**src/sv/hbadj_pkg.sv**
```systemverilog
// ----------------------------------------------------------------------------
// hbadj_pkg
// Shared widths, sector codes and side-band types for the HSV brightness
// adjust pipeline.
// ----------------------------------------------------------------------------
package hbadj_pkg;

  localparam int unsigned CH_W       = 8;   // one color channel
  localparam int unsigned BRIGHT_W   = 17;  // brightness / min_brightness field
  localparam int unsigned IN_DATA_W  = 48;  // 8+8+8+17 = 41, padded to bytes
  localparam int unsigned OUT_DATA_W = 24;

  localparam logic [BRIGHT_W-1:0] MIN_BRIGHT_RST = 17'd655;  // ~0.01 in Q16

  // Hue sector; name gives the max channel, then the channel that moves.
  typedef enum logic [2:0] {
    SEC_RG = 3'd0,
    SEC_GR = 3'd1,
    SEC_GB = 3'd2,
    SEC_BG = 3'd3,
    SEC_BR = 3'd4,
    SEC_RB = 3'd5
  } sector_e;

  typedef struct packed {
    logic    grey;    // max == 0 or max == min
    sector_e sector;
  } side_t;

  // Step to the following sector, last one wraps.
  function automatic sector_e sector_next(sector_e sec);
    sector_e nxt;
    case (sec)
      SEC_RG:  nxt = SEC_GR;
      SEC_GR:  nxt = SEC_GB;
      SEC_GB:  nxt = SEC_BG;
      SEC_BG:  nxt = SEC_BR;
      SEC_BR:  nxt = SEC_RB;
      default: nxt = SEC_RG;
    endcase
    return nxt;
  endfunction

endpackage

```
**src/sv/hbadj_div.sv**
```systemverilog
// ----------------------------------------------------------------------------
// hbadj_div
// Two-lane pipelined restoring divider, one quotient bit per stage.
// Computes floor(num * 2^FRAC_BITS / den) for num <= den, side data rides along.
// ----------------------------------------------------------------------------
module hbadj_div #(
  parameter int unsigned FRAC_BITS = 16,
  parameter int unsigned PASS_W    = 20
) (
  input  logic                          clk_i,
  input  logic [FRAC_BITS:0]            en_i,
  input  logic [hbadj_pkg::CH_W-1:0]    num_a_i,
  input  logic [hbadj_pkg::CH_W-1:0]    den_a_i,
  input  logic [hbadj_pkg::CH_W-1:0]    num_b_i,
  input  logic [hbadj_pkg::CH_W-1:0]    den_b_i,
  input  logic [PASS_W-1:0]             pass_i,
  output logic [FRAC_BITS:0]            quo_a_o,
  output logic [FRAC_BITS:0]            quo_b_o,
  output logic [PASS_W-1:0]             pass_o
);

  localparam int unsigned NS = FRAC_BITS + 1;  // integer bit + fraction bits
  localparam int unsigned QW = FRAC_BITS + 1;

  logic [hbadj_pkg::CH_W-1:0] num_in [2];
  logic [hbadj_pkg::CH_W-1:0] den_in [2];

  // remainder and divisor are not needed after the last stage
  logic [hbadj_pkg::CH_W-1:0] rem_q [NS-1][2];
  logic [hbadj_pkg::CH_W-1:0] den_q [NS-1][2];
  logic [QW-1:0]              quo_q [NS][2];
  logic [PASS_W-1:0]          pass_q [NS];

  assign num_in[0] = num_a_i;
  assign num_in[1] = num_b_i;
  assign den_in[0] = den_a_i;
  assign den_in[1] = den_b_i;

  for (genvar k = 0; k < NS; k++) begin : g_stage
    for (genvar l = 0; l < 2; l++) begin : g_lane
      logic [hbadj_pkg::CH_W:0]   part, diff;
      logic [hbadj_pkg::CH_W-1:0] den_cur;
      logic [QW-1:0]              quo_in;
      logic                       qbit;

      if (k == 0) begin : g_first
        assign part    = {1'b0, num_in[l]};
        assign den_cur = den_in[l];
        assign quo_in  = '0;
      end else begin : g_next
        assign part    = {rem_q[k-1][l], 1'b0};
        assign den_cur = den_q[k-1][l];
        assign quo_in  = quo_q[k-1][l];
      end

      assign qbit = (part >= {1'b0, den_cur});
      assign diff = part - (qbit ? {1'b0, den_cur} : '0);

      always_ff @(posedge clk_i) begin
        if (en_i[k]) begin
          quo_q[k][l] <= {quo_in[QW-2:0], qbit};
        end
      end

      if (k < NS - 1) begin : g_keep
        always_ff @(posedge clk_i) begin
          if (en_i[k]) begin
            rem_q[k][l] <= diff[hbadj_pkg::CH_W-1:0];
            den_q[k][l] <= den_cur;
          end
        end
      end
    end

    if (k == 0) begin : g_pass_first
      always_ff @(posedge clk_i) begin
        if (en_i[k]) begin
          pass_q[k] <= pass_i;
        end
      end
    end else begin : g_pass_next
      always_ff @(posedge clk_i) begin
        if (en_i[k]) begin
          pass_q[k] <= pass_q[k-1];
        end
      end
    end
  end

  assign quo_a_o = quo_q[NS-1][0];
  assign quo_b_o = quo_q[NS-1][1];
  assign pass_o  = pass_q[NS-1];

endmodule

```
**config.mk**
```make
export PLATFORM = sky130hd
export DESIGN_NAME = hbadj_div
export DESIGN_NICKNAME = d
export VERILOG_FILES = /design/src/sv/hbadj_pkg.sv /design/src/sv/hbadj_div.sv
export SDC_FILE = /design/constraint.sdc
export NUM_CORES = 1
export LEC_CHECK = 0
export BUFFER_PORTS_ARGS = -buffer_cell sky130_fd_sc_hd__buf_2
export CAP_MARGIN = 5
export CORE_MARGIN = 4
export CORE_UTILIZATION = 38
export CTS_BUF_LIST = sky130_fd_sc_hd__clkbuf_8
export DETAILED_ROUTE_END_ITERATION = 12
export PLACE_DENSITY = 0.65
export SLEW_MARGIN = 30
export SYNTH_ARGS = -nofsm -noshare
export SYNTH_HDL_FRONTEND = slang
export SYNTH_SLANG_ARGS = --single-unit
```
**constraint.sdc**
```tcl
create_clock -name clk_i -period 3.5 [get_ports clk_i]
set_clock_uncertainty 0.15 [all_clocks]
set_input_delay 0.525 -clock clk_i [delete_from_list [all_inputs] [get_ports clk_i]]
set_output_delay 0.525 -clock clk_i [all_outputs]
set_load 0.03 [all_outputs]
```
# Word-level counts from Yosys, hierarchy flattened
# Memory sizes are Yosys's and may differ from the RTL's.
# Cells that the tools add are included.
# word_totals
regBits	0
ram_bits	1430
out_inout_bits	54
word_cells	136
memories	4
# classes
addsub	32
order_cmp	34
muxes	66
# mem_list
memory	words	width	read_ports	rd_ports_with_merged_regs	write_ports	line_no	rtl
quo_q	17	34	17	0	17	hbadj_div.sv:31	logic [QW-1:0] quo_q [NS][2];
pass_q	17	20	17	0	17	hbadj_div.sv:32	logic [PASS_W-1:0] pass_q [NS];
den_q	16	16	16	0	16	hbadj_div.sv:30	logic [hbadj_pkg::CH_W-1:0] den_q [NS-1][2];
rem_q	16	16	16	0	16	hbadj_div.sv:29	logic [hbadj_pkg::CH_W-1:0] rem_q [NS-1][2];
# ops
op	n
$ge 9x8->1	32
$mux 8	32
$sub 8x8->8	32
$mux 1	34
$ge 8x8->1	2

# Depth between registers and ports, before layout
# An unclocked memory read counts as a cell.
# depth
ltp_word	4
ltp_mapped	16
ltp_nobuf	15

# Worst setup path before layout
# Ideal clock, no wire load.
# synth_path
kind	reg2reg
startpoint	mem rem_q[1][29] in the netlist's numbering
endpoint	mem rem_q[2][15] in the netlist's numbering (data pin)
setup_time_ps	256
arrival_time_ps	2928
slack_ps	167
path_stages_with_launch	13
path_cell_list	edfxtp_1 > ha_1 > a21o_1 > a211oi_1 > nand2_1 > nand2_1 > ha_1 > nor2b_1 > a221o_1 > a41oi_1 > a21oi_1 > a41o_1 > a41o_1
# synth_rtl
element	line_no
start, declared	hbadj_div.sv:29

==> impl_summary.md <==
Timing
The shortest clock period the worst path allows after layout is 3390 ps. The number of setup violations in the final report is 0. The remaining max-slew budget at the tightest pin is 46.2%. For this run, the top clock speed supported by timing is 295 MHz.

The worst hold-check slack is 76.6 ps. The final setup TNS is 0 ps. The final-report max-slew violation count is 0.

Setup repair after global routing could not meet its margin everywhere. The hold violation count in the final report was 0. The final cycle utilization of the critical path is 96.8%. The actual slew at the worst max-slew pin is 807 ps.

Worst setup path
The standard cell with the maximum stage delay on the critical path is sky130_fd_sc_hd__edfxtp_1. The required time of the worst setup path is 3910 ps. For this run, the slowest stage of the critical path takes 420 ps. Walking the worst path, the cells encountered are inv_1 -> ha_1 -> o21ai_0 -> a21oi_1 -> o31ai_2 -> nand3_2 -> nand2_1 -> ha_1 -> nand2_1 -> nor2_1 -> a211oi_2 -> a21oi_1 -> a41o_1 -> a41o_1. The largest fanout of any net on the critical path is 5. At the worst endpoint, the arrival time is 3800 ps.

The number of buffers and inverters on the critical path is 1. STA classifies the critical path startpoint as a register. Broken down by cell family, the worst path's largest delay share belongs to compound AO/OA/AOI/OAI gates. The endpoint class of the critical path is a register. By startpoint and endpoint, the worst setup path is classified as reg -> reg.

Pwr
The portion of total power attributed to the clock network is 20.6%. The sequential share of power is 41.9%. The power dissipated by switching net loads is 16000 uW.

The standby leakage power is 0.0236 uW. The internal power contribution is 32600 uW. The largest vdd supply drop is 0.377 mV. Of the total power, combinational logic draws 37.5%. The total power density per cell area is 822 mW/mm^2. Of the total power, the share spent switching nets is 32.9%.

Synthesis
The number of nets in the synthesized netlist is 4018. During synthesis, Yosys emitted a total of 0 warnings. The area of the mapped netlist is 0.0514 mm^2. In the post-synthesis netlist, the biggest area contributors are sky130_fd_sc_hd__edfxtp_1 68%, sky130_fd_sc_hd__ha_1 11%, sky130_fd_sc_hd__inv_1 2.7%. Counting every instance in the synthesized netlist gives 3482. The most common cell in the synthesized netlist is sky130_fd_sc_hd__edfxtp_1. The commonest cells after synthesis are 1158 x sky130_fd_sc_hd__edfxtp_1, 434 x sky130_fd_sc_hd__ha_1, 368 x sky130_fd_sc_hd__inv_1, 319 x sky130_fd_sc_hd__nand2_1, 149 x sky130_fd_sc_hd__a21oi_1.

The most used flip-flop cell after synthesis is sky130_fd_sc_hd__edfxtp_1. In this run, synthesis inferred 1158 flip-flops with an integrated enable. The portion of the post-synthesis area used by sequential elements is 67.7%.

The post-synthesis register bit count is 1158. The share of the synthesized area in the top cell type is 67.7%. The unique cell type count in the Yosys netlist is 61.

Of all cell types, the one taking the most synthesized area is sky130_fd_sc_hd__edfxtp_1. A synthesized cell averages 14.8 um^2. The fraction of registers with async set/reset is 0%.

Route
Across all layers, the routed design uses 27.7k vias. The residual DRC count is 0. The count of nets left with antenna violations once routing finished came out at 0. After the first detailed-routing iteration, the DRC count stood at 1088. The via density per instance is 4.74. The first detailed-routing pass took 5 iterations. After detailed routing, the average wire length per cell comes to 14.1 um. The final routed wirelength across all metal layers is 82500 um.

Cells and area
In the final layout, flip-flops and latches occupy 0.0348 mm^2. The final-layout fill cell count is 11.9k. The number of nets in the final layout is 4470.

The share of post-route cells with drive strength above 1 is 13.4%. Compared with the post-synthesis result, the final layout area differs by 15.1%. The multi-input gate area in the final layout is 0.0154 mm^2.

The utilization of the core after routing is 44.1%. The finished layout holds 5838 standard cells, fillers aside.

Clock tree
The total number of clock tree sinks is 1158. The number of levels the H-tree was split into is 4. The source-to-sink clock delay at the later pin of the worst-skew pair is 830 ps. The TritonCTS clock tree is yes. The maximum root-to-sink buffer count is 3. The post-CTS clock slew at the launch and capture registers of the worst setup and hold paths is 70 ps. The cell at the root of the clock tree is sky130_fd_sc_hd__clkbuf_8. Clock tree synthesis inserted a total of 180 buffers.

Die
The core box area is 0.134 mm^2. The die covers 0.141 mm^2. The floorplan step set the die height to 376 um. The floorplan has 134 rows. During I/O placement, the number of pins put on the boundary was 124.

The die is 376 um wide. The initial cell density of the core is 38.3%.

Global routing
For met2 alone, demand over resource in global routing was 22.0%. Global routing used 2.44% of the available met3 tracks. The via count of the first global-routing pass came to 29.2k.

The number of antenna violations at the first check in global routing is 6. The overall track demand over capacity in global routing is 11.8%. Entering global routing, the biggest net connects 73 pins. The remaining global-route overflow is 0. The met1 demand-to-capacity share in global routing is 12.8%. The first global-routing pass estimated 137000 um of wire. The global routing stage identified its most utilized layer as met2.

Min path
The min-delay analysis places its worst path in the category in -> reg.

Placed design
During placement, the flow inserted port buffers numbering 123. Routability-driven placement finished with a final weighted congestion of 0.814. Counting tap cells, the placed design contains a total of 5432 instances. The wire-length estimate of the detail-placed layout is 59100 um.

Run status
The run finished with clean final reports.

Flow run
The number of violations of the max-capacitance limit is 0.
timing repair:
item / 4_1_cts / 5_1_grt
resized for setup: 2 / 62
hold buffers: 62 / 0
hold endpoints to repair: 209 / 0
setup endpoints to repair: 2 / 41
cloned: 0 / 1
buffers inserted: 0 / 25
pin swaps: 0 / 17
cells by family (layout without fill, tap and decap cells):
family	after synthesis	in the layout	share of synthesized area, %
AO/OA/AOI/OAI	589	590	8.01
XOR/XNOR	187	187	3.19
adder cells (fa/ha/maj)	466	466	11.8
buffers and inverters	391	976	3.00
flip-flops	1158	1158	67.7
multiplexers	3	3	0.0585
other	0	2	0
AND/OR/NAND/NOR	688	688	6.23
placed cells by master (no fill, tap or decap), types with 18 or more instances in the layout:
cell type	netlist	routed
sky130_fd_sc_hd__fa_1	32	31
sky130_fd_sc_hd__buf_2	0	115
sky130_fd_sc_hd__ha_1	434	431
sky130_fd_sc_hd__o21a_1	27	27
sky130_fd_sc_hd__buf_4	20	105
sky130_fd_sc_hd__nor2b_1	58	58
sky130_fd_sc_hd__nand2b_1	59	59
sky130_fd_sc_hd__clkinv_2	0	18
sky130_fd_sc_hd__nor3_1	25	24
sky130_fd_sc_hd__dlygate4sd3_1	0	62
sky130_fd_sc_hd__a21oi_1	149	144
sky130_fd_sc_hd__nor2_1	112	112
sky130_fd_sc_hd__a21o_1	75	75
sky130_fd_sc_hd__and2_1	30	29
sky130_fd_sc_hd__a41o_1	20	20
sky130_fd_sc_hd__nand3_1	34	29
sky130_fd_sc_hd__inv_1	368	412
sky130_fd_sc_hd__clkinv_1	0	55
sky130_fd_sc_hd__nand2_1	319	316
sky130_fd_sc_hd__edfxtp_1	1158	1158
sky130_fd_sc_hd__and3_1	20	20
sky130_fd_sc_hd__xor2_1	65	65
sky130_fd_sc_hd__xnor2_1	122	122
sky130_fd_sc_hd__a211oi_1	30	25
sky130_fd_sc_hd__clkbuf_8	0	181
sky130_fd_sc_hd__o21ai_0	114	111
power groups by stage:
stage	Sequential, uW	Combinational [uW]	Clock [uW]
after floorplan	20300	13400	0
after global placement	20600	17000	0
after detailed placement	20700	17500	0
after CTS	20400	17600	10500
after global routing	20600	20700	11100
final	20400	18200	10000
per-stage QoR:
step                instance area [um^2]  power [uW]  setup slack (ps)
floorplan                          51400       33700               167
global placement                   54800       37600              8.35
detailed placement                 54800       38200             -13.9
CTS                                58600       48500              15.1
global route                       59100       52500              -161
finish                             59100       48600               114
layer usage:
layer	wire length, um	part of all wire [%]
met2	43900	53
met4	2490	3.0
met5	0	0
met3	3130	3.8
met1	33000	40
final cells by class:
class / instances / area share (%)
timing repair buffer: 292 / 3.68
clock buffer: 181 / 4.21
antenna: 2 / 0.00846
tap: 1768 / 3.74
multi-input combinational: 1934 / 26.1
clock inverter: 135 / 1.14
sequential: 1158 / 58.8
inverter: 368 / 2.34
sequential cells by signal, summed over array words and instances, names as in the netlist:
signal / count
den_q: 256
pass_q: 340
quo_q: 306
rem_q: 256
worst paths after layout:
kind	from	endpoint	slack, ps	depth (start not counted)
worst max-delay path	den_q[5][18]	rem_q[6][7]	110	14
worst min-delay path	en_i[9]	den_q[4][30]	80	1
worst max register to register	den_q[5][18]	rem_q[6][7]	110	14
worst min register to register	quo_q[8][4]	quo_q[9][5]	250	0
(Power assumes the default switching activity.)
