File: src/sv/hbadj_pkg.sv
// ----------------------------------------------------------------------------
// hbadj_pkg
// Shared widths, sector codes and side-band types for the HSV brightness
// adjust pipeline.
// ----------------------------------------------------------------------------
package hbadj_pkg;

  localparam int unsigned CH_W       = 8;   // one color channel
  localparam int unsigned BRIGHT_W   = 17;  // brightness / min_brightness field
  localparam int unsigned IN_DATA_W  = 48;  // 8+8+8+17 = 41, padded to bytes
  localparam int unsigned OUT_DATA_W = 24;

  localparam logic [BRIGHT_W-1:0] MIN_BRIGHT_RST = 17'd655;  // ~0.01 in Q16

  // Hue sector; name gives the max channel, then the channel that moves.
  typedef enum logic [2:0] {
    SEC_RG = 3'd0,
    SEC_GR = 3'd1,
    SEC_GB = 3'd2,
    SEC_BG = 3'd3,
    SEC_BR = 3'd4,
    SEC_RB = 3'd5
  } sector_e;

  typedef struct packed {
    logic    grey;    // max == 0 or max == min
    sector_e sector;
  } side_t;

  // Step to the following sector, last one wraps.
  function automatic sector_e sector_next(sector_e sec);
    sector_e nxt;
    case (sec)
      SEC_RG:  nxt = SEC_GR;
      SEC_GR:  nxt = SEC_GB;
      SEC_GB:  nxt = SEC_BG;
      SEC_BG:  nxt = SEC_BR;
      SEC_BR:  nxt = SEC_RB;
      default: nxt = SEC_RG;
    endcase
    return nxt;
  endfunction

endpackage

File: src/sv/hbadj_front.sv
// ----------------------------------------------------------------------------
// hbadj_front
// Entry stage: brightness clamp, channel max/min, hue sector and numerator.
// ----------------------------------------------------------------------------
module hbadj_front #(
  parameter int unsigned FRAC_BITS = 16
) (
  input  logic                                clk_i,
  input  logic                                en_i,
  input  logic [hbadj_pkg::CH_W-1:0]          red_i,
  input  logic [hbadj_pkg::CH_W-1:0]          green_i,
  input  logic [hbadj_pkg::CH_W-1:0]          blue_i,
  input  logic [hbadj_pkg::BRIGHT_W-1:0]      brightness_i,
  input  logic [hbadj_pkg::BRIGHT_W-1:0]      min_bright_i,
  output logic [FRAC_BITS:0]                  v_o,
  output logic [hbadj_pkg::CH_W-1:0]          mx_o,
  output logic [hbadj_pkg::CH_W-1:0]          delta_o,
  output logic [hbadj_pkg::CH_W-1:0]          num_o,
  output hbadj_pkg::side_t                    side_o
);

  localparam int unsigned VW = FRAC_BITS + 1;
  localparam int unsigned CW = (VW > hbadj_pkg::BRIGHT_W) ? VW : hbadj_pkg::BRIGHT_W;
  localparam logic [CW-1:0] ONE_C = CW'(1) << FRAC_BITS;

  logic [CW-1:0]                bri_ext, min_ext, lo_clamp, v_clamp;
  logic [hbadj_pkg::CH_W-1:0]   mx, mn, delta, num;
  hbadj_pkg::side_t             side;

  logic [VW-1:0]                v_q;
  logic [hbadj_pkg::CH_W-1:0]   mx_q, delta_q, num_q;
  hbadj_pkg::side_t             side_q;

  // raise to minimum first, then the upper clamp wins
  assign bri_ext  = CW'(brightness_i);
  assign min_ext  = CW'(min_bright_i);
  assign lo_clamp = (bri_ext < min_ext) ? min_ext : bri_ext;
  assign v_clamp  = (lo_clamp > ONE_C) ? ONE_C : lo_clamp;

  always_comb begin
    mx = red_i;
    if (green_i > mx) mx = green_i;
    if (blue_i > mx)  mx = blue_i;
    mn = red_i;
    if (green_i < mn) mn = green_i;
    if (blue_i < mn)  mn = blue_i;
    delta = mx - mn;

    // ties: red, then green, then blue
    if (red_i == mx) begin
      if (green_i >= blue_i) begin
        side.sector = hbadj_pkg::SEC_RG;
        num         = green_i - blue_i;
      end else begin
        side.sector = hbadj_pkg::SEC_RB;
        num         = delta - (blue_i - green_i);
      end
    end else if (green_i == mx) begin
      if (blue_i >= red_i) begin
        side.sector = hbadj_pkg::SEC_GB;
        num         = blue_i - red_i;
      end else begin
        side.sector = hbadj_pkg::SEC_GR;
        num         = delta - (red_i - blue_i);
      end
    end else begin
      if (red_i >= green_i) begin
        side.sector = hbadj_pkg::SEC_BR;
        num         = red_i - green_i;
      end else begin
        side.sector = hbadj_pkg::SEC_BG;
        num         = delta - (green_i - red_i);
      end
    end
    side.grey = (mx == '0) || (mx == mn);
  end

  always_ff @(posedge clk_i) begin
    if (en_i) begin
      v_q     <= v_clamp[VW-1:0];
      mx_q    <= mx;
      delta_q <= delta;
      num_q   <= num;
      side_q  <= side;
    end
  end

  assign v_o     = v_q;
  assign mx_o    = mx_q;
  assign delta_o = delta_q;
  assign num_o   = num_q;
  assign side_o  = side_q;

endmodule

File: config.mk
export PLATFORM = sky130hd
export DESIGN_NAME = hbadj_front
export DESIGN_NICKNAME = d
export VERILOG_FILES = /design/src/sv/hbadj_pkg.sv /design/src/sv/hbadj_front.sv
export SDC_FILE = /design/constraint.sdc
export NUM_CORES = 1
export LEC_CHECK = 0
export BUFFER_PORTS_ARGS = -buffer_cell sky130_fd_sc_hd__buf_4
export CAP_MARGIN = 20
export CORE_ASPECT_RATIO = 0.9
export CORE_UTILIZATION = 57
export CTS_CLUSTER_SIZE = 25
export DETAILED_ROUTE_END_ITERATION = 8
export HOLD_SLACK_MARGIN = 0.12
export PLACE_DENSITY = 0.8
export SLEW_MARGIN = 0
export SYNTH_ARGS = -nofsm -noshare
export SYNTH_HDL_FRONTEND = slang
export SYNTH_SLANG_ARGS = --single-unit
File: constraint.sdc
create_clock -name clk_i -period 27.3 [get_ports clk_i]
set_input_delay 4.095 -clock clk_i [delete_from_list [all_inputs] [get_ports clk_i]]
set_output_delay 4.095 -clock clk_i [all_outputs]
set_load 0.02 [all_outputs]
# Yosys cells after proc, flatten, opt, wreduce, memory -nomap -nowiden
# Cells that the tools add are included.
# totals
in_bits	60
word_cells	45
romBits	0
ram_bits	0
mem_count	0
latch_bits	0
reg_bits	45
# classes
shifts	0
order_cmp	9
mul	0
eq_ne	3
n_mux	15
bitwise	0
n_reduce_logical	2
div	0
add_sub_neg	10
# op_table
op	n
$sub A8 B8 Y8	10
$mux W8	9
$eq A8 B8 Y1	3
$ge A8 B8 Y1	3
$gt A17 B17 Y1 const B	1
$lt A17 B17 Y1	1
$mux W17	1
$gt A8 B8 Y1	2
$lt A8 B8 Y1	2
$mux W3	4
$logic_not A8 Y1	1
$mux W2	1
$logic_or A1 B1 Y1	1

# Longest topological paths before layout
# logic_depth
word_depth	9
mapped_depth	39
ltp_nobuf	37

# Least setup slack after synthesis
# Ideal clock, no wire load.
# synth_timing
path_type	input port to flip-flop
startpoint	input port red_i[0] (netlist bit)
endpoint	register num_q, in the netlist num_o[7] (data pin)
setup_time_ns	0.275
path_slack_ns	15.865
path_stages	36
t_required_ns	27.025
t_arrival_ns	11.160
path_buffers	2
cell_sequence	inv_1 -> ha_1 -> fa_1 -> nor2b_1 -> o311a_4 -> nor2_2 -> clkbuf_1 -> nand2_1 -> o21ai_0 -> inv_1 -> ha_1 -> and4_1 -> nand2_1 -> or4_1 -> a221o_1 -> a2bb2oi_2 -> buf_6 -> mux2i_1 -> ha_1 -> a221oi_2 -> a211oi_1 -> o31ai_1 -> xnor2_1 -> inv_1 -> fa_1 -> inv_1 -> ha_1 -> nor2b_1 -> o21ai_0 -> nand2b_1 -> xnor2_1 -> xnor2_1 -> xnor2_1 -> o21a_1 -> xnor2_1 -> mux2i_1
# synth_between
elab_chain_cells	9
word_cells_on_any_way	25
classes_between	8 x add/sub; 6 x order compare; 2 x eq/ne; 9 x mux
# synth_lines
element	line_no	rtl
start: declaration	hbadj_front.sv:10	input logic [hbadj_pkg::CH_W-1:0] red_i,
$gt A8 B8 Y1 or $lt A8 B8 Y1 (tied branches)	hbadj_front.sv:42, hbadj_front.sv:45	
$mux W8, on equally long branches	hbadj_front.sv:42, hbadj_front.sv:45	
$gt A8 B8 Y1 or $lt A8 B8 Y1 (tied branches)	hbadj_front.sv:43, hbadj_front.sv:46	
$mux W8, on equally long branches	hbadj_front.sv:43, hbadj_front.sv:46	
$sub A8 B8 Y8	hbadj_front.sv:47	delta = mx - mn;
$sub A8 B8 Y8, on equally long branches	hbadj_front.sv:72, hbadj_front.sv:64	
$mux W8, on equally long branches	hbadj_front.sv:67, hbadj_front.sv:59	
$mux W8	hbadj_front.sv:58	end else if (green_i == mx) begin
$mux W8 *	hbadj_front.sv:50	if (red_i == mx) begin
via num (one bit)	hbadj_front.sv:27	logic [hbadj_pkg::CH_W-1:0] mx, mn, delta, num;
end signal: assignment	hbadj_front.sv:83	num_q <= num;
end: declaration	hbadj_front.sv:31	logic [hbadj_pkg::CH_W-1:0] mx_q, delta_q, num_q;
# Mark *: on every way through the listed nets, which the timed path passes. The rest lies on a longest branch.
# A chain may end at the register's enable or synchronous reset.

# Worst setup path in the final report
# layout_timing
startpoint	input port red_i[0] (netlist bit)
endpoint	register num_q, in the netlist num_o[7] (data pin)
# layout_between
elab_chain_cells	9
word_cells_on_any_way	25
classes_between	8 x add/sub; 6 x order compare; 2 x eq/ne; 9 x mux
# layout_lines
element	line_no
$gt A8 B8 Y1 or $lt A8 B8 Y1 (tied branches)	hbadj_front.sv:42, hbadj_front.sv:45
$mux W8, on equally long branches	hbadj_front.sv:42, hbadj_front.sv:45
$gt A8 B8 Y1 or $lt A8 B8 Y1 (tied branches)	hbadj_front.sv:43, hbadj_front.sv:46
$mux W8, on equally long branches	hbadj_front.sv:43, hbadj_front.sv:46
$sub A8 B8 Y8 *	hbadj_front.sv:47
via delta (one bit)	hbadj_front.sv:27
$sub A8 B8 Y8, on equally long branches	hbadj_front.sv:72, hbadj_front.sv:64
$mux W8, on equally long branches	hbadj_front.sv:67, hbadj_front.sv:59
$mux W8	hbadj_front.sv:58
$mux W8 *	hbadj_front.sv:50
via num (one bit)	hbadj_front.sv:27
# Marks and branches as above.

==> impl_metrics.json <==
{
  "worstHoldStart": "brightness_i[1]",
  "firstDrtPassIters": 7,
  "post-synth-top-count-cell": "inv_1",
  "p_seq_frac": 0.144,
  "layout.nets": 1030,
  "synth_warnings": 0,
  "top_layer": "met4",
  "period_share": 0.466,
  "slew_violations": 0,
  "switching_share": 0.476,
  "clk_pin_slew_ps": 70,
  "critPathLaunchType": "primary input",
  "route.detailed.drc": 0,
  "clk_root_buffer_cell": "clkbuf_16",
  "fillers": 854,
  "fp.dieW_microns": 115,
  "slowest_stage": "a211oi_1",
  "dpl.hpwl_mm": 16.4,
  "crit_fanout": 14,
  "via_per_inst": 6.11,
  "async_reset_ff_frac": 0,
  "route.met2.wl_mm": 9.01,
  "grt_pass1_wl_mm": 31.3,
  "tns_ps": 0,
  "h-tree-depth": 2,
  "critPathMaxStageDelay_ps": 820,
  "antennaDiodeCount": 0,
  "clock_sinks": 45,
  "wl_met3_mm": 1.87,
  "synth_common_cells": "inv_1, ha_1, a21oi_1, nand2_1, edfxtp_1",
  "globalplace.congestion": 0.978,
  "cts_tree": "yes",
  "grt_start_max_net_pins": 46,
  "dpl-instance-area_sq_um": 7470,
  "grt_pass1_vias": 5939,
  "worstHoldPathCells": 3,
  "endpoint_kind": "register",
  "min_period_ps": 12730,
  "antenna_found_initial": 0,
  "path_class": "in2reg",
  "drt-initial-drc-count": 637,
  "synth_top_cell_by_area": "edfxtp_1",
  "cts_made_buffers": 5,
  "syn_nets": 933,
  "pwr-share-comb": 0.748,
  "relSlewSlack": 0.308,
  "dieArea_sq_um": 12000,
  "cts_resized": 0,
  "core_sq_um": 11000,
  "required_ps": 27350,
  "via_count": 6197,
  "track_usage": 0.342,
  "hold_path_class": "in2reg",
  "synth_ff_type": "edfxtp_1",
  "wl_met1_mm": 8.59,
  "cts_buffer_depth": 2,
  "postRouteAntennaNets": 0,
  "tightestPinTransition_ps": 1030,
  "syn_area_sq_um": 6570,
  "finalSetupViolations": 0,
  "drive_gt1_frac": 0.159,
  "holdPathEnd": "v_o[1]",
  "synth_area_leaders": "edfxtp_1, ha_1, fa_1",
  "avgSynthCellArea_sq_um": 8.60,
  "cellLeakagePower_nw": 3.56,
  "peakVddDrop_uv": 53.0,
  "finalHoldViolations": 0,
  "cts_hold_buf": 0,
  "postCtsSetupRepairBufs": 0,
  "synth_seq_area_share": 0.206,
  "yosysUniqueCellTypes": 68,
  "die_h_microns": 104,
  "fmax_mhz": 78.5,
  "arrival_ps": 12790,
  "ios": 105,
  "initial_core_util": 0.595,
  "wire_per_inst_microns": 19.6,
  "final_area_sq_um": 7680,
  "cpMostUsedCell": "inv_1",
  "area_delta_synth_final_pct": 16.9,
  "power_density_nw_per_um2": 98.6,
  "ys_seq_elements": 45,
  "drt_wl_total_mm": 19.9,
  "cap_violations": 0,
  "portBuffers": 104,
  "syn_inst": 764,
  "clkPwrFrac": 0.109,
  "row_count": 36,
  "status": "complete, no violations",
  "synth_edf_count": 45,
  "rsz0062_at_grt": "false",
  "internal_power_uw": 396,
  "synth_top_area_share": 0.206,
  "overflow": 0,
  "power.switching_uw": 360
}
[layout make-up]
class                           count  area [sq um]  area share
Multi-Input combinational cell    599          4750       0.618
Sequential cell                    45          1350       0.176
Timing Repair Buffer              108           815       0.106
Inverter                          102           383      0.0499
Tap cell                          152           190      0.0248
Clock buffer                        5           125      0.0163
Clock inverter                      3          68.8     0.00896
[logic make-up (layout without fill, tap and decap cells)]
kind of cell / Yosys count / in the layout / synth area share
AND/OR/NAND/NOR: 200 / 200 / 0.154
flip-flops: 45 / 45 / 0.206
AO/OA/AOI/OAI: 208 / 208 / 0.218
buffers and inverters: 120 / 218 / 0.0718
XOR/XNOR: 57 / 57 / 0.0760
adder cells (fa/ha/maj): 110 / 110 / 0.238
multiplexers: 24 / 24 / 0.0373
[placed cells by master, fill, tap and decap left out, types with 5 or more instances in the layout]
cell	instances
nor3_1	13
a21o_1	26
and2_1	6
clkbuf_16	5
nor2b_1	12
o22ai_1	8
nand3_1	21
a21oi_1	58
nor4_1	9
fa_1	25
nand2b_1	11
a31oi_1	8
o21a_1	7
mux2i_1	20
o211ai_1	22
ha_1	84
nor2_1	41
nand4_1	9
xor2_1	16
o21bai_1	13
edfxtp_1	45
buf_4	107
inv_1	101
o21ai_0	30
xnor2_1	41
nand2_1	56
[critical path: cells and delay by family]
| kind | cells | cell delay [ps] |
|---|---|---|
| XOR/XNOR | 5 | 870 |
| buffers and inverters | 6 | 670 |
| AO/OA/AOI/OAI | 10 | 3090 |
| multiplexers | 2 | 540 |
| AND/OR/NAND/NOR | 8 | 1660 |
| adder cells (fa/ha/maj) | 6 | 1840 |
[power groups by stage]
| stage | clock, mW | combinational (mW) | sequential, mW |
|---|---|---|---|
| 2_1_floorplan | 0 | 0.383 | 0.132 |
| 3_3_place_gp | 0 | 0.541 | 0.110 |
| 5_1_grt | 0.0846 | 0.621 | 0.110 |
| 4_1_cts | 0.0831 | 0.556 | 0.109 |
| 6_report | 0.0822 | 0.566 | 0.109 |
| 3_5_place_dp | 0 | 0.554 | 0.110 |
[routing by layer]
metal,vias to the layer above,GRT usage
met5,-,0
met4,0,0.0955
met3,34,0.0433
met2,322,0.536
met1,2919,0.492
li1,2922,-
[stage by stage]
step / hold WS (ps) / cells / power [mW] / util / worst slack (ps)
floorplan: 4210 / 764 / 0.515 / - / 15860
global placement: 4420 / 1005 / 0.651 / 0.677 / 14790
detailed placement: 4430 / 1005 / 0.664 / 0.677 / 14380
CTS: 4120 / 1013 / 0.748 / 0.695 / 14720
global route: 4130 / 1014 / 0.816 / 0.696 / 14060
finish: 4120 / 1014 / 0.757 / 0.696 / 14570
[flip-flops by register name (all words and copies together) (netlist names)]
signal / flops
v_o: 17
mx_o: 8
side_o: 4
num_o: 8
delta_o: 8
[worst max path at each step]
stage | start | end | slack (ps) | depth (start not counted)
detailed placement | red_i[0] | num_o[7] | 14380 | 35
global placement | red_i[0] | num_o[7] | 14790 | 37
global route | red_i[0] | num_o[7] | 14060 | 35
floorplan | red_i[0] | num_o[7] | 15860 | 36
finish | red_i[0] | num_o[7] | 14570 | 37
CTS | red_i[0] | num_o[7] | 14720 | 37
Note: power is estimated with default switching activity, not from simulation.
