--- config.mk ---
export PLATFORM = sky130hd
export DESIGN_NAME = hbadj_back
export DESIGN_NICKNAME = d
export VERILOG_FILES = /design/src/sv/hbadj_pkg.sv /design/src/sv/hbadj_back.sv
export SDC_FILE = /design/constraint.sdc
export NUM_CORES = 2
export LEC_CHECK = 0
export BUFFER_PORTS_ARGS = -buffer_cell sky130_fd_sc_hd__buf_2
export CORE_ASPECT_RATIO = 0.7
export CORE_UTILIZATION = 55
export CTS_BUF_LIST = sky130_fd_sc_hd__clkbuf_4 sky130_fd_sc_hd__clkbuf_8
export DETAILED_ROUTE_END_ITERATION = 6
export PLACE_DENSITY = 0.71
export SETUP_SLACK_MARGIN = 0.3
export SLEW_MARGIN = 20
export SYNTH_ARGS = -nofsm -noshare
export SYNTH_HDL_FRONTEND = slang
export SYNTH_SLANG_ARGS = --single-unit
--- constraint.sdc ---
create_clock -name clk_i -period 7.9 [get_ports clk_i]
set_clock_uncertainty 0.2 [all_clocks]
set_input_delay 0.79 -clock clk_i [delete_from_list [all_inputs] [get_ports clk_i]]
set_output_delay 0.79 -clock clk_i [all_outputs]
set_load 0.01 [all_outputs]
--- src/sv/hbadj_pkg.sv ---
// ----------------------------------------------------------------------------
// hbadj_pkg
// Shared widths, sector codes and side-band types for the HSV brightness
// adjust pipeline.
// ----------------------------------------------------------------------------
package hbadj_pkg;

  localparam int unsigned CH_W       = 8;   // one color channel
  localparam int unsigned BRIGHT_W   = 17;  // brightness / min_brightness field
  localparam int unsigned IN_DATA_W  = 48;  // 8+8+8+17 = 41, padded to bytes
  localparam int unsigned OUT_DATA_W = 24;

  localparam logic [BRIGHT_W-1:0] MIN_BRIGHT_RST = 17'd655;  // ~0.01 in Q16

  // Hue sector; name gives the max channel, then the channel that moves.
  typedef enum logic [2:0] {
    SEC_RG = 3'd0,
    SEC_GR = 3'd1,
    SEC_GB = 3'd2,
    SEC_BG = 3'd3,
    SEC_BR = 3'd4,
    SEC_RB = 3'd5
  } sector_e;

  typedef struct packed {
    logic    grey;    // max == 0 or max == min
    sector_e sector;
  } side_t;

  // Step to the following sector, last one wraps.
  function automatic sector_e sector_next(sector_e sec);
    sector_e nxt;
    case (sec)
      SEC_RG:  nxt = SEC_GR;
      SEC_GR:  nxt = SEC_GB;
      SEC_GB:  nxt = SEC_BG;
      SEC_BG:  nxt = SEC_BR;
      SEC_BR:  nxt = SEC_RB;
      default: nxt = SEC_RG;
    endcase
    return nxt;
  endfunction

endpackage

--- src/sv/hbadj_back.sv ---
// ----------------------------------------------------------------------------
// hbadj_back
// HSV to RGB back end: fraction wrap, s*f products, p/q/t products,
// sector select and scaling to bytes. Three register stages.
// ----------------------------------------------------------------------------
module hbadj_back #(
  parameter int unsigned FRAC_BITS = 16
) (
  input  logic                          clk_i,
  input  logic [2:0]                    en_i,
  input  logic [FRAC_BITS:0]            s_i,
  input  logic [FRAC_BITS:0]            f_i,
  input  logic [FRAC_BITS:0]            v_i,
  input  hbadj_pkg::side_t              side_i,
  output logic [hbadj_pkg::CH_W-1:0]    red_o,
  output logic [hbadj_pkg::CH_W-1:0]    green_o,
  output logic [hbadj_pkg::CH_W-1:0]    blue_o
);

  localparam int unsigned VW = FRAC_BITS + 1;
  localparam int unsigned PW = 2 * VW;
  localparam int unsigned BW = VW + hbadj_pkg::CH_W;
  localparam logic [VW-1:0] ONE_V = VW'(1) << FRAC_BITS;

  // x * 255 / ONE, low byte
  function automatic logic [hbadj_pkg::CH_W-1:0] to_byte(input logic [VW-1:0] x);
    logic [BW-1:0] w;
    w = (BW'(x) << hbadj_pkg::CH_W) - BW'(x);
    return w[FRAC_BITS +: hbadj_pkg::CH_W];
  endfunction

  // stage 1
  logic              f_wrap;
  logic [VW-1:0]     f_fix;
  logic [PW-1:0]     prod_sf, prod_st;
  hbadj_pkg::side_t  side1;
  logic [VW-1:0]     sf1_q, st1_q, s1_q, v1_q;
  hbadj_pkg::side_t  side1_q;

  // stage 2
  logic [PW-1:0]     prod_p, prod_q, prod_t;
  logic [VW-1:0]     p2_q, q2_q, t2_q, v2_q;
  hbadj_pkg::side_t  side2_q;

  // stage 3
  logic [VW-1:0]     ro, go, bo;
  logic [hbadj_pkg::CH_W-1:0] red_q, green_q, blue_q;

  // f reaching ONE moves on to the next sector with f = 0
  assign f_wrap = f_i[FRAC_BITS];
  assign f_fix  = f_wrap ? '0 : f_i;
  always_comb begin
    side1        = side_i;
    side1.sector = f_wrap ? hbadj_pkg::sector_next(side_i.sector) : side_i.sector;
  end
  assign prod_sf = PW'(s_i) * PW'(f_fix);
  assign prod_st = PW'(s_i) * PW'(ONE_V - f_fix);

  always_ff @(posedge clk_i) begin
    if (en_i[0]) begin
      sf1_q   <= prod_sf[FRAC_BITS +: VW];
      st1_q   <= prod_st[FRAC_BITS +: VW];
      s1_q    <= s_i;
      v1_q    <= v_i;
      side1_q <= side1;
    end
  end

  assign prod_p = PW'(v1_q) * PW'(ONE_V - s1_q);
  assign prod_q = PW'(v1_q) * PW'(ONE_V - sf1_q);
  assign prod_t = PW'(v1_q) * PW'(ONE_V - st1_q);

  always_ff @(posedge clk_i) begin
    if (en_i[1]) begin
      p2_q    <= prod_p[FRAC_BITS +: VW];
      q2_q    <= prod_q[FRAC_BITS +: VW];
      t2_q    <= prod_t[FRAC_BITS +: VW];
      v2_q    <= v1_q;
      side2_q <= side1_q;
    end
  end

  always_comb begin
    case (side2_q.sector)
      hbadj_pkg::SEC_RG: begin ro = v2_q; go = t2_q; bo = p2_q; end
      hbadj_pkg::SEC_GR: begin ro = q2_q; go = v2_q; bo = p2_q; end
      hbadj_pkg::SEC_GB: begin ro = p2_q; go = v2_q; bo = t2_q; end
      hbadj_pkg::SEC_BG: begin ro = p2_q; go = q2_q; bo = v2_q; end
      hbadj_pkg::SEC_BR: begin ro = t2_q; go = p2_q; bo = v2_q; end
      default:           begin ro = v2_q; go = p2_q; bo = q2_q; end
    endcase
    if (side2_q.grey) begin
      ro = v2_q;
      go = v2_q;
      bo = v2_q;
    end
  end

  always_ff @(posedge clk_i) begin
    if (en_i[2]) begin
      red_q   <= to_byte(ro);
      green_q <= to_byte(go);
      blue_q  <= to_byte(bo);
    end
  end

  assign red_o   = red_q;
  assign green_o = green_q;
  assign blue_o  = blue_q;

endmodule

Word level (Yosys, flattened, before mapping)
Cells that the tools add are included.
- register bits after elaboration: 168
- input bits: 59
- output and inout port bits: 24
- add/subtract/negate cells: 7
- multipliers: 5
- eq/ne operators: 8
- mux-type cells: 9
- reduce and logical (&&, ||, !) cells: 6
- operators with widths (cell ; count):
    case mux 17 bit (3 select lines) ; 3
    multiplier 18 x 18 -> 33 bit ; 4
    subtractor 24 x 17 -> 24 bit ; 3
    subtractor 17 x 17 -> 18 bit, first input constant ; 3
    two-way mux 17 bit ; 3
    multiplier 17 x 16 -> 33 bit ; 1
    subtractor 17 x 16 -> 18 bit, first input constant ; 1
    two-way mux 16 bit ; 1
    case mux 3 bit (5 select lines) ; 1
    == test 3 x 2 -> 1 bit, second input constant ; 4
    OR reduction 2 bit ; 4
    == test 3 x 1 -> 1 bit, second input constant ; 2
    == test 3 bit, second input constant ; 2
    zero test 3 bit ; 2
    two-way mux 3 bit ; 1

Depth between registers and ports, before layout
- word-level depth: 5
- mapped depth: 32
- gate-level depth less buffers: 28

Worst setup path before layout
No wires, ideal clock.
- kind: input-to-reg
- start: in f_i[16]
- end: reg st1_q[16] (data pin)
- library setup time: 0.268 ns
- data arrival time: 7.921 ns
- data required time: 7.432 ns
- slack: -0.488 ns
- stages: 30
- buffers on the path: 4
- cell sequence: clkbuf_1 -> nor2b_1 -> clkbuf_1 -> clkbuf_1 -> inv_1 -> ha_1 -> nand3_1 -> or3_1 -> xor2_1 -> clkbuf_1 -> nand2_1 -> fa_1 -> inv_1 -> fa_1 -> fa_1 -> fa_1 -> fa_1 -> inv_1 -> fa_1 -> inv_1 -> ha_1 -> a21oi_1 -> o21ai_0 -> o21bai_1 -> a221oi_1 -> o31ai_1 -> o41ai_2 -> o21ai_0 -> o41ai_1 -> xnor2_1
- cells in the longest elaborated chain, start to end: 3
- RTL lines (what ; line ; source):
    from (decl) ; hbadj_back.sv:12 ; input logic [FRAC_BITS:0] f_i,
    two-way mux 16 bit ; hbadj_back.sv:51 ; assign f_fix = f_wrap ? '0 : f_i;
    subtractor 17 x 16 -> 18 bit ; hbadj_back.sv:57 ; assign prod_st = PW'(s_i) * PW'(ONE_V - f_fix);
    multiplier 18 x 18 -> 33 bit ; hbadj_back.sv:57 ;
    net prod_st[32] ; hbadj_back.sv:35 ; logic [PW-1:0] prod_sf, prod_st;
    to (signal assigned) ; hbadj_back.sv:62 ; st1_q <= prod_st[FRAC_BITS +: VW];
    to (decl) ; hbadj_back.sv:37 ; logic [VW-1:0] sf1_q, st1_q, s1_q, v1_q;
The timed path passes the listed nets, and every way through them passes these cells.
A chain may end at the register's enable or synchronous reset.

Worst setup path in the final report
- start: reg sf1_q[3]
- end: reg q2_q[16] (data pin)
- cells in the longest elaborated chain, start to end: 2
- RTL lines (what ; line ; source):
    from (decl) ; hbadj_back.sv:37 ;
    from (signal assigned) ; hbadj_back.sv:61 ; sf1_q <= prod_sf[FRAC_BITS +: VW];
    subtractor 17 x 17 -> 18 bit ; hbadj_back.sv:70 ; assign prod_q = PW'(v1_q) * PW'(ONE_V - sf1_q);
    multiplier 18 x 18 -> 33 bit ; hbadj_back.sv:70 ;
    net prod_q[32] ; hbadj_back.sv:41 ; logic [PW-1:0] prod_p, prod_q, prod_t;
    to (signal assigned) ; hbadj_back.sv:76 ; q2_q <= prod_q[FRAC_BITS +: VW];
    to (decl) ; hbadj_back.sv:42 ; logic [VW-1:0] p2_q, q2_q, t2_q, v2_q;
The timed path passes the listed nets, and every way through them passes these cells.

==> results.md <==
* Status: finished, final reports clean
* Crit-path max FO at 6
* Actual slew at the worst max-slew pin at approximately 1.0 ns
* Synth-to-layout area growth at 10.3%
* TritonCTS buffer count at 17
* Async SR Flop Fraction at 0%
* Clk pin slew, worst setup/hold paths at between 0.1 and 0.15 ns
* Most frequent cells after synthesis: inv_1 (1,442), fa_1 (1,146), nand2_1 (957)
* CTS tree: done
* Per-cell routed wire length at between 15 and 20 um
* Top Ports at between 80 and 90
* Largest cells by area after synthesis: fa_1 (41%), ha_1 (13%), inv_1 (9.8%), edfxtp_1 (9.1%), nand2_1 (6.5%)
* Crit-path max cell delay at between 0.5 and 0.6 ns
* Worst Setup Start Kind: flop
* H-tree Lvls at 4
* Final Setup Violations at 0
* Worst hold-check path type: input port to flop
* Share of the synthesized area in the top cell type at about two fifths
* CP dominant cell by count: fa_1
* RSZ-0062 raised after global routing: true
* WP data arrival at between 7 and 8 ns
* First-pass GRT wire length at about 240 mm
* Vias at 41,500
* Hold bufs inserted after CTS at 0
* DP HPWL at between 100 and 150 mm
* Synth Instances at slightly above 6,000
* Worst Path Required at around 8 ns
* Initial Utilization at a little under three fifths
* Vias/cell at ~5.4
* Final min period at 7.55 ns
* Worst slew margin at between 20% and 30%
* Core Util, Final at about three fifths
* Layout cells sized above 1 at between 10% and 20%
* Synthesized Nets at around 8,000
* Post-route antenna net violation count at 0
* Synthesis-stage register bit count at roughly 170
* Worst-Skew Late Latency at between 0.5 and 0.6 ns
* Die span in x at 382 um
* Fmax at around 0.13 GHz
* Clk sinks at roughly 170
* Synth Area per Inst at roughly 9 sq um
* Slowest cell on the critical path: or4_4
* Total grt overflow at 0
* Pin count of the biggest net entering global routing at slightly below 70
* Rows at 97
* Count leader, synth: inv_1
* Port Buffer Count at between 80 and 90
* Root buf cell: clkbuf_8
* Die Area at around 0.1 sq mm
* 1st-iter DRT viols at between 3,000 and 4,000
* Sequential share of the synthesized area at under 10%
* Final period utilization at a little over nine tenths
* Synth cell types at 81
* Final nets at between 8,000 and 9,000
* CP Capture Type: flop
* WS Path Type: flop to flop
* Drt total wl at ~150 mm
* Longest Clk Path Bufs at 2
* Synth warn at 0
* Top cell type by total area after synthesis: fa_1
* Total Routing Usage GR at slightly below 30%
* DRC viols at 0
* Max Cap Violations at 0
* Final Max Slew Viols at 0
* Top FF cell, synth: edfxtp_1
* Placer Congestion at 0.969
* Syn Std Cell Area at 0.0555 sq mm
* Die Ht at 268 um
* Number of global-route vias before repair at approximately 43,000
* Core area at roughly 0.1 sq mm
* Fin. Hold Viols at 0
* EDFF count, synth at between 150 and 200
* Worst hold margin at about 0.16 ns
* Initial antenna violation count at 7
* Drt pass-1 iters at 6
[stage by stage]
step / TNS, ns / setup WS, ns / instances / instance area (sq um)
after detailed placement: -1.40 / -0.330 / 7544 / 58900
after global placement: -0.348 / -0.180 / 7544 / 58900
after global routing: 0 / 0.126 / 7654 / 61200
after floorplan: 0 / 0.0703 / 6164 / 55800
after CTS: 0 / 0.228 / 7585 / 59600
final: 0 / 0.355 / 7655 / 61200
[placed cells by master (no fill, tap or decap), types with 12 or more instances in the layout]
| cell | n |
|---|---|
| a211oi_1 | 21 |
| a21o_1 | 33 |
| a21oi_1 | 85 |
| and2_1 | 544 |
| and3_1 | 14 |
| buf_12 | 26 |
| buf_2 | 78 |
| buf_4 | 298 |
| buf_6 | 16 |
| clkbuf_8 | 17 |
| edfxtp_1 | 168 |
| fa_1 | 1135 |
| ha_1 | 552 |
| inv_1 | 1431 |
| mux2_2 | 14 |
| mux2i_1 | 23 |
| nand2_1 | 942 |
| nand2_2 | 13 |
| nand2b_1 | 24 |
| nand3_1 | 23 |
| nand4_1 | 23 |
| nor2_1 | 149 |
| nor2_2 | 12 |
| nor2b_1 | 29 |
| nor3_1 | 31 |
| o211ai_1 | 21 |
| o21a_1 | 14 |
| o21ai_0 | 67 |
| o21ai_1 | 15 |
| o22ai_1 | 15 |
| or2_2 | 27 |
| xnor2_1 | 91 |
| xnor2_2 | 18 |
| xor2_1 | 44 |
[layout make-up]
type	count	area, sq um
multi-input combinational	4252	45200
inverter	1442	5410
tap	1336	1670
fill	8324	38800
timing repair buffer	421	3400
sequential	168	5040
clock inverter	15	191
antenna	4	10.0
clock buffer	17	234
[per-layer routing]
metal,up-vias,GRT usage [%],share of wire (%)
met1,20900,45.2,45
met4,2,4.05,0.99
li1,18700,-,-
met2,1791,43.6,42
met3,127,7.84,11
met5,-,0,0.0074
[path summary, 6_finish.rpt]
path                              from                   end  slack [ns]  depth (start not counted)
setup / recovery    sf1_q[3]$_DFFE_PP_    q2_q[16]$_DFFE_PP_        0.35                         26
setup reg to reg    sf1_q[3]$_DFFE_PP_    q2_q[16]$_DFFE_PP_        0.35                         26
hold / removal                 v_i[11]    v1_q[11]$_DFFE_PP_        0.16                          1
hold reg to reg   side1_q[2]$_DFFE_PP_  side2_q[2]$_DFFE_PP_        0.23                          0
[cell families (layout without fill, tap and decap cells)]
group | Yosys count | count (layout) | synth area share [%]
mux | 44 | 44 | 0.841
flops | 168 | 168 | 9.09
simple gates | 1936 | 1936 | 16.8
compound gates | 388 | 388 | 4.57
buf+inv | 1745 | 1895 | 11.9
xor+xnor | 170 | 171 | 2.68
other cells | 0 | 4 | 0
fa+ha+maj | 1713 | 1713 | 54.1
[worst max-delay path, delay by kind of cell, from the launching register on]
family                     cells  cell delay, ns
adders and majority gates      7            3.17
xor gates and xnor gates       1            0.15
AOI/OAI and AO/OA              6            0.82
buffers and inverters          4            0.48
and+or+nand+nor                8            2.08
DFF                            1            0.47
[registers in the layout, indices dropped and copies added (netlist names), 8 cells and up]
signal and cells:
v2_q 17, t2_q 17, sf1_q 17, s1_q 17, v1_q 17, q2_q 17
red_o 8, blue_o 8, green_o 8, p2_q 17, st1_q 17
[timing repair]
action                     CTS  global route
gates resized for setup     39           193
setup endpoints to repair   25            43
setup buffers                9            63
cloned                       0             3
pin swaps                    9           100
Power is left out: the tool's default activity adds up to more than one toggle a clock period on the data nets, which glitch-free logic cannot reach.
